$ cat src/hdl/sli_pkg.sv
`timescale 1ns / 1ps
// ----------------------------------------------------------------------------
// sli_pkg: shared types and codes for the sorted list block
// Command and status bundles between the controller and the datapath,
// and the request operation codes.
// ----------------------------------------------------------------------------
package sli_pkg;

   // request operation codes
   localparam logic OP_INSERT = 1'b0;
   localparam logic OP_REMOVE = 1'b1;

   // controller -> datapath
   typedef struct packed {
      logic load;    // capture the request value
      logic ins;     // shift in the held value at its ordered place
      logic rem;     // close the gap at the first matching entry
   } cmd_type;

   // datapath -> controller
   typedef struct packed {
      logic full;    // count has reached capacity
      logic found;   // held value sits at its ordered place
   } sts_type;

endpackage

$ cat src/hdl/sli_ctrl.sv
`timescale 1ns / 1ps
// ----------------------------------------------------------------------------
// sli_ctrl: request sequencer
// Takes a request, holds its operation, decides in the execute cycle
// whether the datapath shifts, and strobes the response.
// ----------------------------------------------------------------------------
module sli_ctrl
   import sli_pkg::*;
(
   input  logic    clock,
   input  logic    reset,
   input  logic    start,
   output logic    busy,
   input  logic    req_operation,
   input  sts_type sts,
   output cmd_type cmd,
   output logic    rsp_strobe,
   output logic    rsp_success
);

   localparam logic S_IDLE = 1'b0;
   localparam logic S_EXEC = 1'b1;

   logic state_ff, state_in;
   logic op_ff, op_in;
   logic strobe_ff, strobe_in;
   logic success_ff, success_in;

   assign busy = (state_ff == S_EXEC);

   // next state and datapath commands
   always_comb begin
      state_in   = state_ff;
      op_in      = op_ff;
      strobe_in  = 1'b0;
      success_in = success_ff;
      cmd        = '0;
      unique case (state_ff)
         S_IDLE: begin
            if (start) begin
               cmd.load = 1'b1;
               op_in    = req_operation;
               state_in = S_EXEC;
            end
         end
         S_EXEC: begin
            cmd.ins    = (op_ff == OP_INSERT) && !sts.full;
            cmd.rem    = (op_ff == OP_REMOVE) && sts.found;
            success_in = cmd.ins || cmd.rem;
            strobe_in  = 1'b1;
            state_in   = S_IDLE;
         end
         default: state_in = S_IDLE;
      endcase
   end

   // control registers
   always_ff @(posedge clock) begin
      if (reset) begin
         state_ff  <= S_IDLE;
         strobe_ff <= 1'b0;
      end else begin
         state_ff  <= state_in;
         strobe_ff <= strobe_in;
      end
   end

   // held operation and response flag
   always_ff @(posedge clock) begin
      op_ff      <= op_in;
      success_ff <= success_in;
   end

   assign rsp_strobe  = strobe_ff;
   assign rsp_success = success_ff;

endmodule

$ cat src/hdl/sli_dpath.sv
`timescale 1ns / 1ps
// ----------------------------------------------------------------------------
// sli_dpath: sorted entry chain
// A row of cells compares every entry against the held value at once and
// shifts up on insert or down on remove; keeps the entry count.
// ----------------------------------------------------------------------------
module sli_dpath
   import sli_pkg::*;
#(
   parameter int CAPACITY = 16
) (
   input  logic               clock,
   input  logic               reset,
   input  logic signed [31:0] req_value,
   input  cmd_type            cmd,
   output sts_type            sts,
   output logic [4:0]         rsp_entry_count,
   output logic               rsp_is_empty
);

   localparam int CW = $clog2(CAPACITY + 1);

   logic signed [31:0] cell_ff [CAPACITY];
   logic signed [31:0] cell_in [CAPACITY];
   logic signed [31:0] value_ff;
   logic [CW-1:0]      count_ff, count_in;
   logic [CAPACITY-1:0] valid, lt, bound, hit;
   logic [CW+4:0]      count_ext;

   // per-cell compare against the held value
   for (genvar i = 0; i < CAPACITY; i++) begin : g_cmp
      assign valid[i] = count_ff > CW'(i);
      assign lt[i]    = valid[i] && (cell_ff[i] < value_ff);
      if (i == 0) begin : g_first
         assign bound[i] = !lt[i];
      end else begin : g_rest
         assign bound[i] = !lt[i] && lt[i-1];
      end
      assign hit[i] = bound[i] && valid[i] && (cell_ff[i] == value_ff);
   end

   assign sts.full  = (count_ff == CW'(CAPACITY));
   assign sts.found = |hit;

   // per-cell next value: keep below the place, shift above it
   for (genvar i = 0; i < CAPACITY; i++) begin : g_next
      always_comb begin
         cell_in[i] = cell_ff[i];
         if (cmd.ins && !lt[i]) begin
            if (bound[i]) begin
               cell_in[i] = value_ff;
            end else if (i > 0) begin
               cell_in[i] = cell_ff[(i > 0) ? i - 1 : 0];
            end
         end else if (cmd.rem && !lt[i] && (i + 1 < CAPACITY)) begin
            cell_in[i] = cell_ff[(i + 1 < CAPACITY) ? i + 1 : i];
         end
      end
   end

   // entry count
   always_comb begin
      count_in = count_ff;
      if (cmd.ins) begin
         count_in = count_ff + 1'b1;
      end else if (cmd.rem) begin
         count_in = count_ff - 1'b1;
      end
   end

   always_ff @(posedge clock) begin
      if (reset) begin
         count_ff <= '0;
      end else begin
         count_ff <= count_in;
      end
   end

   // entries and held value carry no reset
   always_ff @(posedge clock) begin
      if (cmd.load) begin
         value_ff <= req_value;
      end
      for (int k = 0; k < CAPACITY; k++) begin
         cell_ff[k] <= cell_in[k];
      end
   end

   assign count_ext       = {5'b0, count_ff};
   assign rsp_entry_count = count_ext[4:0];
   assign rsp_is_empty    = (count_ff == '0);

   // checks
   a_count_bound: assert property (@(posedge clock) disable iff (reset)
      count_ff <= CW'(CAPACITY))
      else $error("entry count above capacity");

   a_one_shift: assert property (@(posedge clock) disable iff (reset)
      !(cmd.ins && cmd.rem))
      else $error("insert and remove in one cycle");

   a_ins_room: assert property (@(posedge clock) disable iff (reset)
      cmd.ins |-> !sts.full)
      else $error("insert into a full list");

   a_rem_count: assert property (@(posedge clock) disable iff (reset)
      cmd.rem |=> count_ff == $past(count_ff) - 1'b1)
      else $error("remove did not drop the count");

endmodule

$ cat src/hdl/sorted_list_insert_remove.sv
`timescale 1ns / 1ps
// ----------------------------------------------------------------------------
// sorted_list_insert_remove: bounded sorted multiset of signed words
// Response: a request taken in the idle state moves the sequencer to its
//   execute state, which sets the strobe register behind the rsp_ ports,
//   high for one cycle; the receiver cannot stall. start is ignored while
//   busy, in the execute state, in which all cells compare and shift at once.
// Reset clears the count and the sequencer; entries are not cleared.
// ----------------------------------------------------------------------------
module sorted_list_insert_remove
   import sli_pkg::*;
#(
   parameter int CAPACITY = 16
) (
   input  logic               clock,
   input  logic               reset,
   input  logic               start,
   output logic               busy,
   input  logic               req_operation,
   input  logic signed [31:0] req_value,
   output logic               rsp_strobe,
   output logic               rsp_success,
   output logic [4:0]         rsp_entry_count,
   output logic               rsp_is_empty
);

   cmd_type cmd;
   sts_type sts;

   sli_ctrl u_ctrl (
      .clock         (clock),
      .reset         (reset),
      .start         (start),
      .busy          (busy),
      .req_operation (req_operation),
      .sts           (sts),
      .cmd           (cmd),
      .rsp_strobe    (rsp_strobe),
      .rsp_success   (rsp_success)
   );

   sli_dpath #(
      .CAPACITY (CAPACITY)
   ) u_dpath (
      .clock           (clock),
      .reset           (reset),
      .req_value       (req_value),
      .cmd             (cmd),
      .sts             (sts),
      .rsp_entry_count (rsp_entry_count),
      .rsp_is_empty    (rsp_is_empty)
   );

endmodule
$ cat config.mk
export PLATFORM = sky130hd
export DESIGN_NAME = sorted_list_insert_remove
export DESIGN_NICKNAME = d
export VERILOG_FILES = /design/src/hdl/sli_pkg.sv /design/src/hdl/sli_ctrl.sv /design/src/hdl/sli_dpath.sv /design/src/hdl/sorted_list_insert_remove.sv
export SDC_FILE = /design/constraint.sdc
export NUM_CORES = 2
export LEC_CHECK = 0
export BUFFER_PORTS_ARGS = -buffer_cell sky130_fd_sc_hd__buf_2
export CAP_MARGIN = 0
export CORE_ASPECT_RATIO = 1.4
export CORE_MARGIN = 3
export CORE_UTILIZATION = 55
export CTS_BUF_LIST = sky130_fd_sc_hd__clkbuf_16
export DETAILED_ROUTE_END_ITERATION = 10
export HOLD_SLACK_MARGIN = 0.02
export PLACE_DENSITY_LB_ADDON = 0.25
export SETUP_SLACK_MARGIN = 0.05
export SLEW_MARGIN = 20
export SYNTH_ARGS = -nofsm -noshare
export SYNTH_HDL_FRONTEND = slang
export SYNTH_HIERARCHICAL = 1
export SYNTH_SLANG_ARGS = --single-unit
export TNS_END_PERCENT = 10
$ cat constraint.sdc
create_clock -name clock -period 8.26 [get_ports clock]
set_input_delay 0.413 -clock clock [delete_from_list [all_inputs] [get_ports clock]]
set_output_delay 0.413 -clock clock [all_outputs]
set_load 0.03 [all_outputs]
==> results.md <==
Clocking:
- The number of buffers created by CTS is 56.
- The clock input transition at the sequential cells of the worst setup and hold paths is around 70 ps.
- The clock latency at the later pin of the worst-skew pair is 650 ps.
- The H-tree generated during clock tree synthesis spans 2 levels.
- The deepest clock path buffer count is 3.
- The number of gates resized after CTS is 0.
- The CTS tree is built.
- The root buffer cell chosen for the clock tree is sky130_fd_sc_hd__clkbuf_16.
- The number of clock sinks seen by CTS is 553.

Power and ir drop:
- The static leakage is 16.90 nW.
- The share of total power dissipated in the clock network is 0.349.
- The portion of total power attributed to combinational logic is 0.191.
- For this design the ratio of total power to cell area is 180.4 nW/µm².
- Summed over all nets, the switching power comes to ~0.0022 W.
- The switching share of total power is 0.2953.
- Internal power comes to 0.005337 W.
- The worst-case IR drop observed on VDD is 178.2 µV.
- The register share of total power is 0.460.

Yosys:
- The sequential area share after synthesis is 0.4296.
- Among all flip-flop cells after synthesis, the most frequent one is sky130_fd_sc_hd__edfxtp_1.
- Yosys printed 6 warnings.
- The net count after synthesis is 4414.
- In this run, synthesis produced a sequential element count of 553.
- The post-synthesis async set-or-reset flop share is 0.
- The number of synthesized flops with an enable pin is 546.
- After synthesis the cells add up to 38490 µm².
- The number of instances in the synthesized netlist is 3860.
- In this run the mean area of a mapped cell was 9.972 µm².
- The number of different library cells used by synthesis comes to 69.

Worst setup path:
- The worst setup path is captured at a flop.
- The endpoint arrival time on the critical path is 7000 ps.
- In this run the worst path has a maximum fanout of 32.
- The endpoint identified for the worst register-to-register timing path is u_dpath/cell_ff[0][100]$_DFFE_PP_.
- The worst setup path is launched from a flop.
- At the worst endpoint, the required time is approximately 8500 ps.
- The startpoint of the most critical register-to-register path is u_dpath/value_ff[5]$_DFFE_PP_.
- The most critical setup path has its startpoint at u_dpath/value_ff[5]$_DFFE_PP_.
- The register-to-register path setup slack is 1530 ps.
- Measured in cells, the most critical reg-to-reg path has a length of 15.
- The termination of the worst setup path is u_dpath/cell_ff[0][100]$_DFFE_PP_.
- The critical path class is reg -> reg.

Layout:
- Of the cells placed in the final design, the portion with a size suffix greater than 1 is 0.06068.
- For this run, the post-layout net count is 4396.
- The number of antenna diodes is 0.
- The final standard cell utilization of the core is 0.6068.
- With fillers left out, the area of the finished cells amounts to around 42000 µm².
- Compared with the post-synthesis result, the final layout area differs by 9.066%.

Global routing:
- The total global routing track utilization is 0.2922.
- The initial antenna violation count is 0.
- The via count of the first global-routing pass came to 30190.
- The maximum number of pins on one net before global-route repair is 81.
- The first global-routing pass estimated 169300 µm of wire.
- The aggregate global routing overflow is 0.

Route:
- The routed via count is 30480.
- For this run, design rule violations remaining after detail routing come to 0.
- For this run, the detailed router's first-pass iteration total came to 6.
- In this run, the number of DRC markers left after iteration 0 of detailed routing was about 2800.
- For this block, the routed nets add up to 109700 µm of wire.
- Once detail routing completed, the nets flagged for antenna violations numbered 0.
- The post-detailed-route via-to-cell ratio is about 6.3.
- Dividing the detail-routed wire length by the instance count gives 22.77 µm.

Timing:
- Between clock sinks in the finished design, the worst skew comes to 26.52 ps.
- The number of hold violations in the final report is 0.
- The routed design could run at a clock period as short as 6734 ps.
- The measured slew at the worst slew-check pin is 1114 ps.
- In the finished design, the share of the clock period the worst path needs comes to 0.8152.
- The final worst slack is 1526 ps.
- Setup repair after global routing left no endpoint under its margin.
- Summed over all failing endpoints, the final setup total negative slack is 0 ps.
- The max-slew violation total from the final report came to 0.
- The number of setup violations in the final report is 0.
- The achievable frequency is 0.1485 GHz.
- The tightest slew margin relative to the limit is 0.2554.

Die:
- Pin placement for this block handled 45 I/O pins.
- Measured along the x axis, the die boundary spans 229.6 µm.
- The core outline area is 69180 µm².
- The standard-cell row count is 114.
- The initial utilization of the core area, before any placement, comes to 0.5564.
- From bottom edge to top edge, the die measures about 320 µm.
- The die covers about 73000 µm².

Place:
- The placed wire-length estimate is 82370 µm.
- The congestion estimate from routability-driven global placement came to ~0.98.
- Summing all placed instances gives a cell area of about 40000 µm².
- Port buffering added 44 buffers.
- OpenSTA, run right after detailed placement, puts the worst setup slack at 1698 ps.

Hold path:
- The min-delay analysis places its worst path in the category in -> reg.

Outcome:
- The run finished with clean final reports.

Run:
- Across the run, the number of max-cap violations was 0.
## kinds of logic (layout without fill, tap and decap cells)
| family | Yosys count | after routing | synth area share |
|---|---|---|---|
| buf+inv | 283 | 312 | 0.02968 |
| flops | 553 | 553 | 0.4296 |
| mux | 363 | 363 | 0.09550 |
| simple gates | 1078 | 1078 | 0.1229 |
| fa+ha+maj | 518 | 518 | 0.1684 |
| xor+xnor | 12 | 12 | 0.002731 |
| compound gates | 1053 | 1053 | 0.1512 |
## power by group through the flow
| stage | Sequential [W] | Combinational (W) | Clock, W |
|---|---|---|---|
| global route | 0.00350 | 0.00160 | 0.00279 |
| global placement | 0.00353 | 0.00136 | 0 |
| finish | 0.00348 | 0.00145 | 0.00264 |
| CTS | 0.00348 | 0.00142 | 0.00269 |
| floorplan | 0.00346 | 0.00101 | 0 |
| detailed placement | 0.00354 | 0.00140 | 0 |
## worst min path at each step
stage | startpoint | endpoint | slack [ps] | cells past startpoint
3_3_place_gp | u_dpath/cell_ff[0][96]$_DFFE_PP_ | u_dpath/cell_ff[0][64]$_DFFE_PP_ | 550 | 2
5_1_grt | reset | u_dpath/rsp_entry_count[1]$_SDFFE_PP0P_ | 70 | 2
6_report | reset | u_dpath/rsp_entry_count[0]$_SDFFE_PP0P_ | 80 | 2
4_1_cts | reset | u_dpath/rsp_entry_count[1]$_SDFFE_PP0P_ | 40 | 2
3_5_place_dp | u_dpath/cell_ff[0][69]$_DFFE_PP_ | u_dpath/cell_ff[0][37]$_DFFE_PP_ | 590 | 2
2_1_floorplan | reset | u_ctrl/busy$_SDFF_PP0_ | 480 | 1
## flip-flops by register name, indices dropped and copies added, names as in the netlist
register                 cells
u_ctrl/busy                  1
u_ctrl/op_ff                 1
u_ctrl/rsp_strobe            1
u_dpath/cell_ff            512
u_dpath/rsp_entry_count      5
u_ctrl/rsp_success           1
u_dpath/value_ff            32
## worst max-delay path: stages (launching register included)
cell                        delay, ps
sky130_fd_sc_hd__edfxtp_1         610
sky130_fd_sc_hd__inv_1            750
sky130_fd_sc_hd__ha_1             390
sky130_fd_sc_hd__a21oi_1          150
sky130_fd_sc_hd__o21ai_0          140
sky130_fd_sc_hd__a221o_1          320
sky130_fd_sc_hd__a211o_1          330
sky130_fd_sc_hd__a21oi_1          270
sky130_fd_sc_hd__mux2_2           630
sky130_fd_sc_hd__or4_1            660
sky130_fd_sc_hd__o2111ai_1        180
sky130_fd_sc_hd__or4_1            180
sky130_fd_sc_hd__and3_1           330
sky130_fd_sc_hd__nor2_2           220
sky130_fd_sc_hd__buf_4            310
sky130_fd_sc_hd__nor2_4           840
## per-layer routing
metal  track usage  vias to the layer above  wire (µm)
met5             0                        -          0
met4        0.1630                        0       6531
met3       0.03145                      305       5695
met2        0.5120                     1162      53890
met1        0.3507                    14540      43570
li1              -                    14470          -
## cell type report
class	count	area [µm²]
clock buffers	57	1426
repair buffers	132	1023
fillers	5799	27200
inverters	75	281.5
clock inverters	48	424.2
multi-input cells	3024	21130
flip-flops and latches	553	16540
well taps	928	1161
## timing repair
| item | CTS | global route |
|---|---|---|
| endpoints found under the hold margin | 33 | 0 |
| setup buffers | 0 | 0 |
| hold buffers | 33 | 0 |
## cells in the mapped netlist (12+ instances only)
master,count,area (µm²)
sky130_fd_sc_hd__edfxtp_1,546,16400
sky130_fd_sc_hd__ha_1,518,6481
sky130_fd_sc_hd__nand2_1,508,1907
sky130_fd_sc_hd__a21oi_1,469,2347
sky130_fd_sc_hd__o21ai_0,359,1797
sky130_fd_sc_hd__mux2i_1,329,3293
sky130_fd_sc_hd__nor2_1,296,1111
sky130_fd_sc_hd__clkbuf_1,160,600.6
sky130_fd_sc_hd__nand4_1,79,494.2
sky130_fd_sc_hd__inv_1,74,277.8
sky130_fd_sc_hd__a31oi_1,68,425.4
sky130_fd_sc_hd__a21o_1,50,375.4
sky130_fd_sc_hd__nor3_1,48,240.2
sky130_fd_sc_hd__nand3_1,41,205.2
sky130_fd_sc_hd__buf_2,37,185.2
sky130_fd_sc_hd__mux2_1,30,337.8
sky130_fd_sc_hd__and4_1,20,175.2
sky130_fd_sc_hd__nor4_1,20,125.1
sky130_fd_sc_hd__a221oi_1,18,157.7
sky130_fd_sc_hd__a211oi_1,15,112.6
sky130_fd_sc_hd__nand2b_1,15,93.84
sky130_fd_sc_hd__a221o_1,12,120.1
sky130_fd_sc_hd__nor2b_1,12,75.07
## cells in the final DEF, fill, tap and decap left out, types with 9 or more instances in the layout
master	n
sky130_fd_sc_hd__edfxtp_1	546
sky130_fd_sc_hd__ha_1	518
sky130_fd_sc_hd__nand2_1	503
sky130_fd_sc_hd__a21oi_1	460
sky130_fd_sc_hd__o21ai_0	359
sky130_fd_sc_hd__mux2i_1	327
sky130_fd_sc_hd__nor2_1	282
sky130_fd_sc_hd__inv_1	86
sky130_fd_sc_hd__nand4_1	79
sky130_fd_sc_hd__a31oi_1	68
sky130_fd_sc_hd__clkbuf_16	57
sky130_fd_sc_hd__buf_4	52
sky130_fd_sc_hd__a21o_1	50
sky130_fd_sc_hd__nor3_1	48
sky130_fd_sc_hd__buf_2	44
sky130_fd_sc_hd__nand3_1	40
sky130_fd_sc_hd__dlygate4sd3_1	33
sky130_fd_sc_hd__mux2_1	30
sky130_fd_sc_hd__and4_1	20
sky130_fd_sc_hd__nor4_1	20
sky130_fd_sc_hd__a221oi_1	18
sky130_fd_sc_hd__a211oi_1	15
sky130_fd_sc_hd__clkinv_2	13
sky130_fd_sc_hd__clkinv_1	12
sky130_fd_sc_hd__a221o_1	12
sky130_fd_sc_hd__nor2b_1	11
sky130_fd_sc_hd__nand2b_1	11
sky130_fd_sc_hd__o211ai_1	10
sky130_fd_sc_hd__nor2_4	9
## per-stage QoR
stage	std cells	total power [W]	hold WS, ps
floorplan	3860	0.004467	478.8
global placement	4676	0.004897	554.7
detailed placement	4676	0.004940	586.7
CTS	4814	0.007585	41.82
global route	4817	0.007888	70.12
finish	4817	0.007574	84.46
Note: power is estimated with default switching activity, not from simulation.
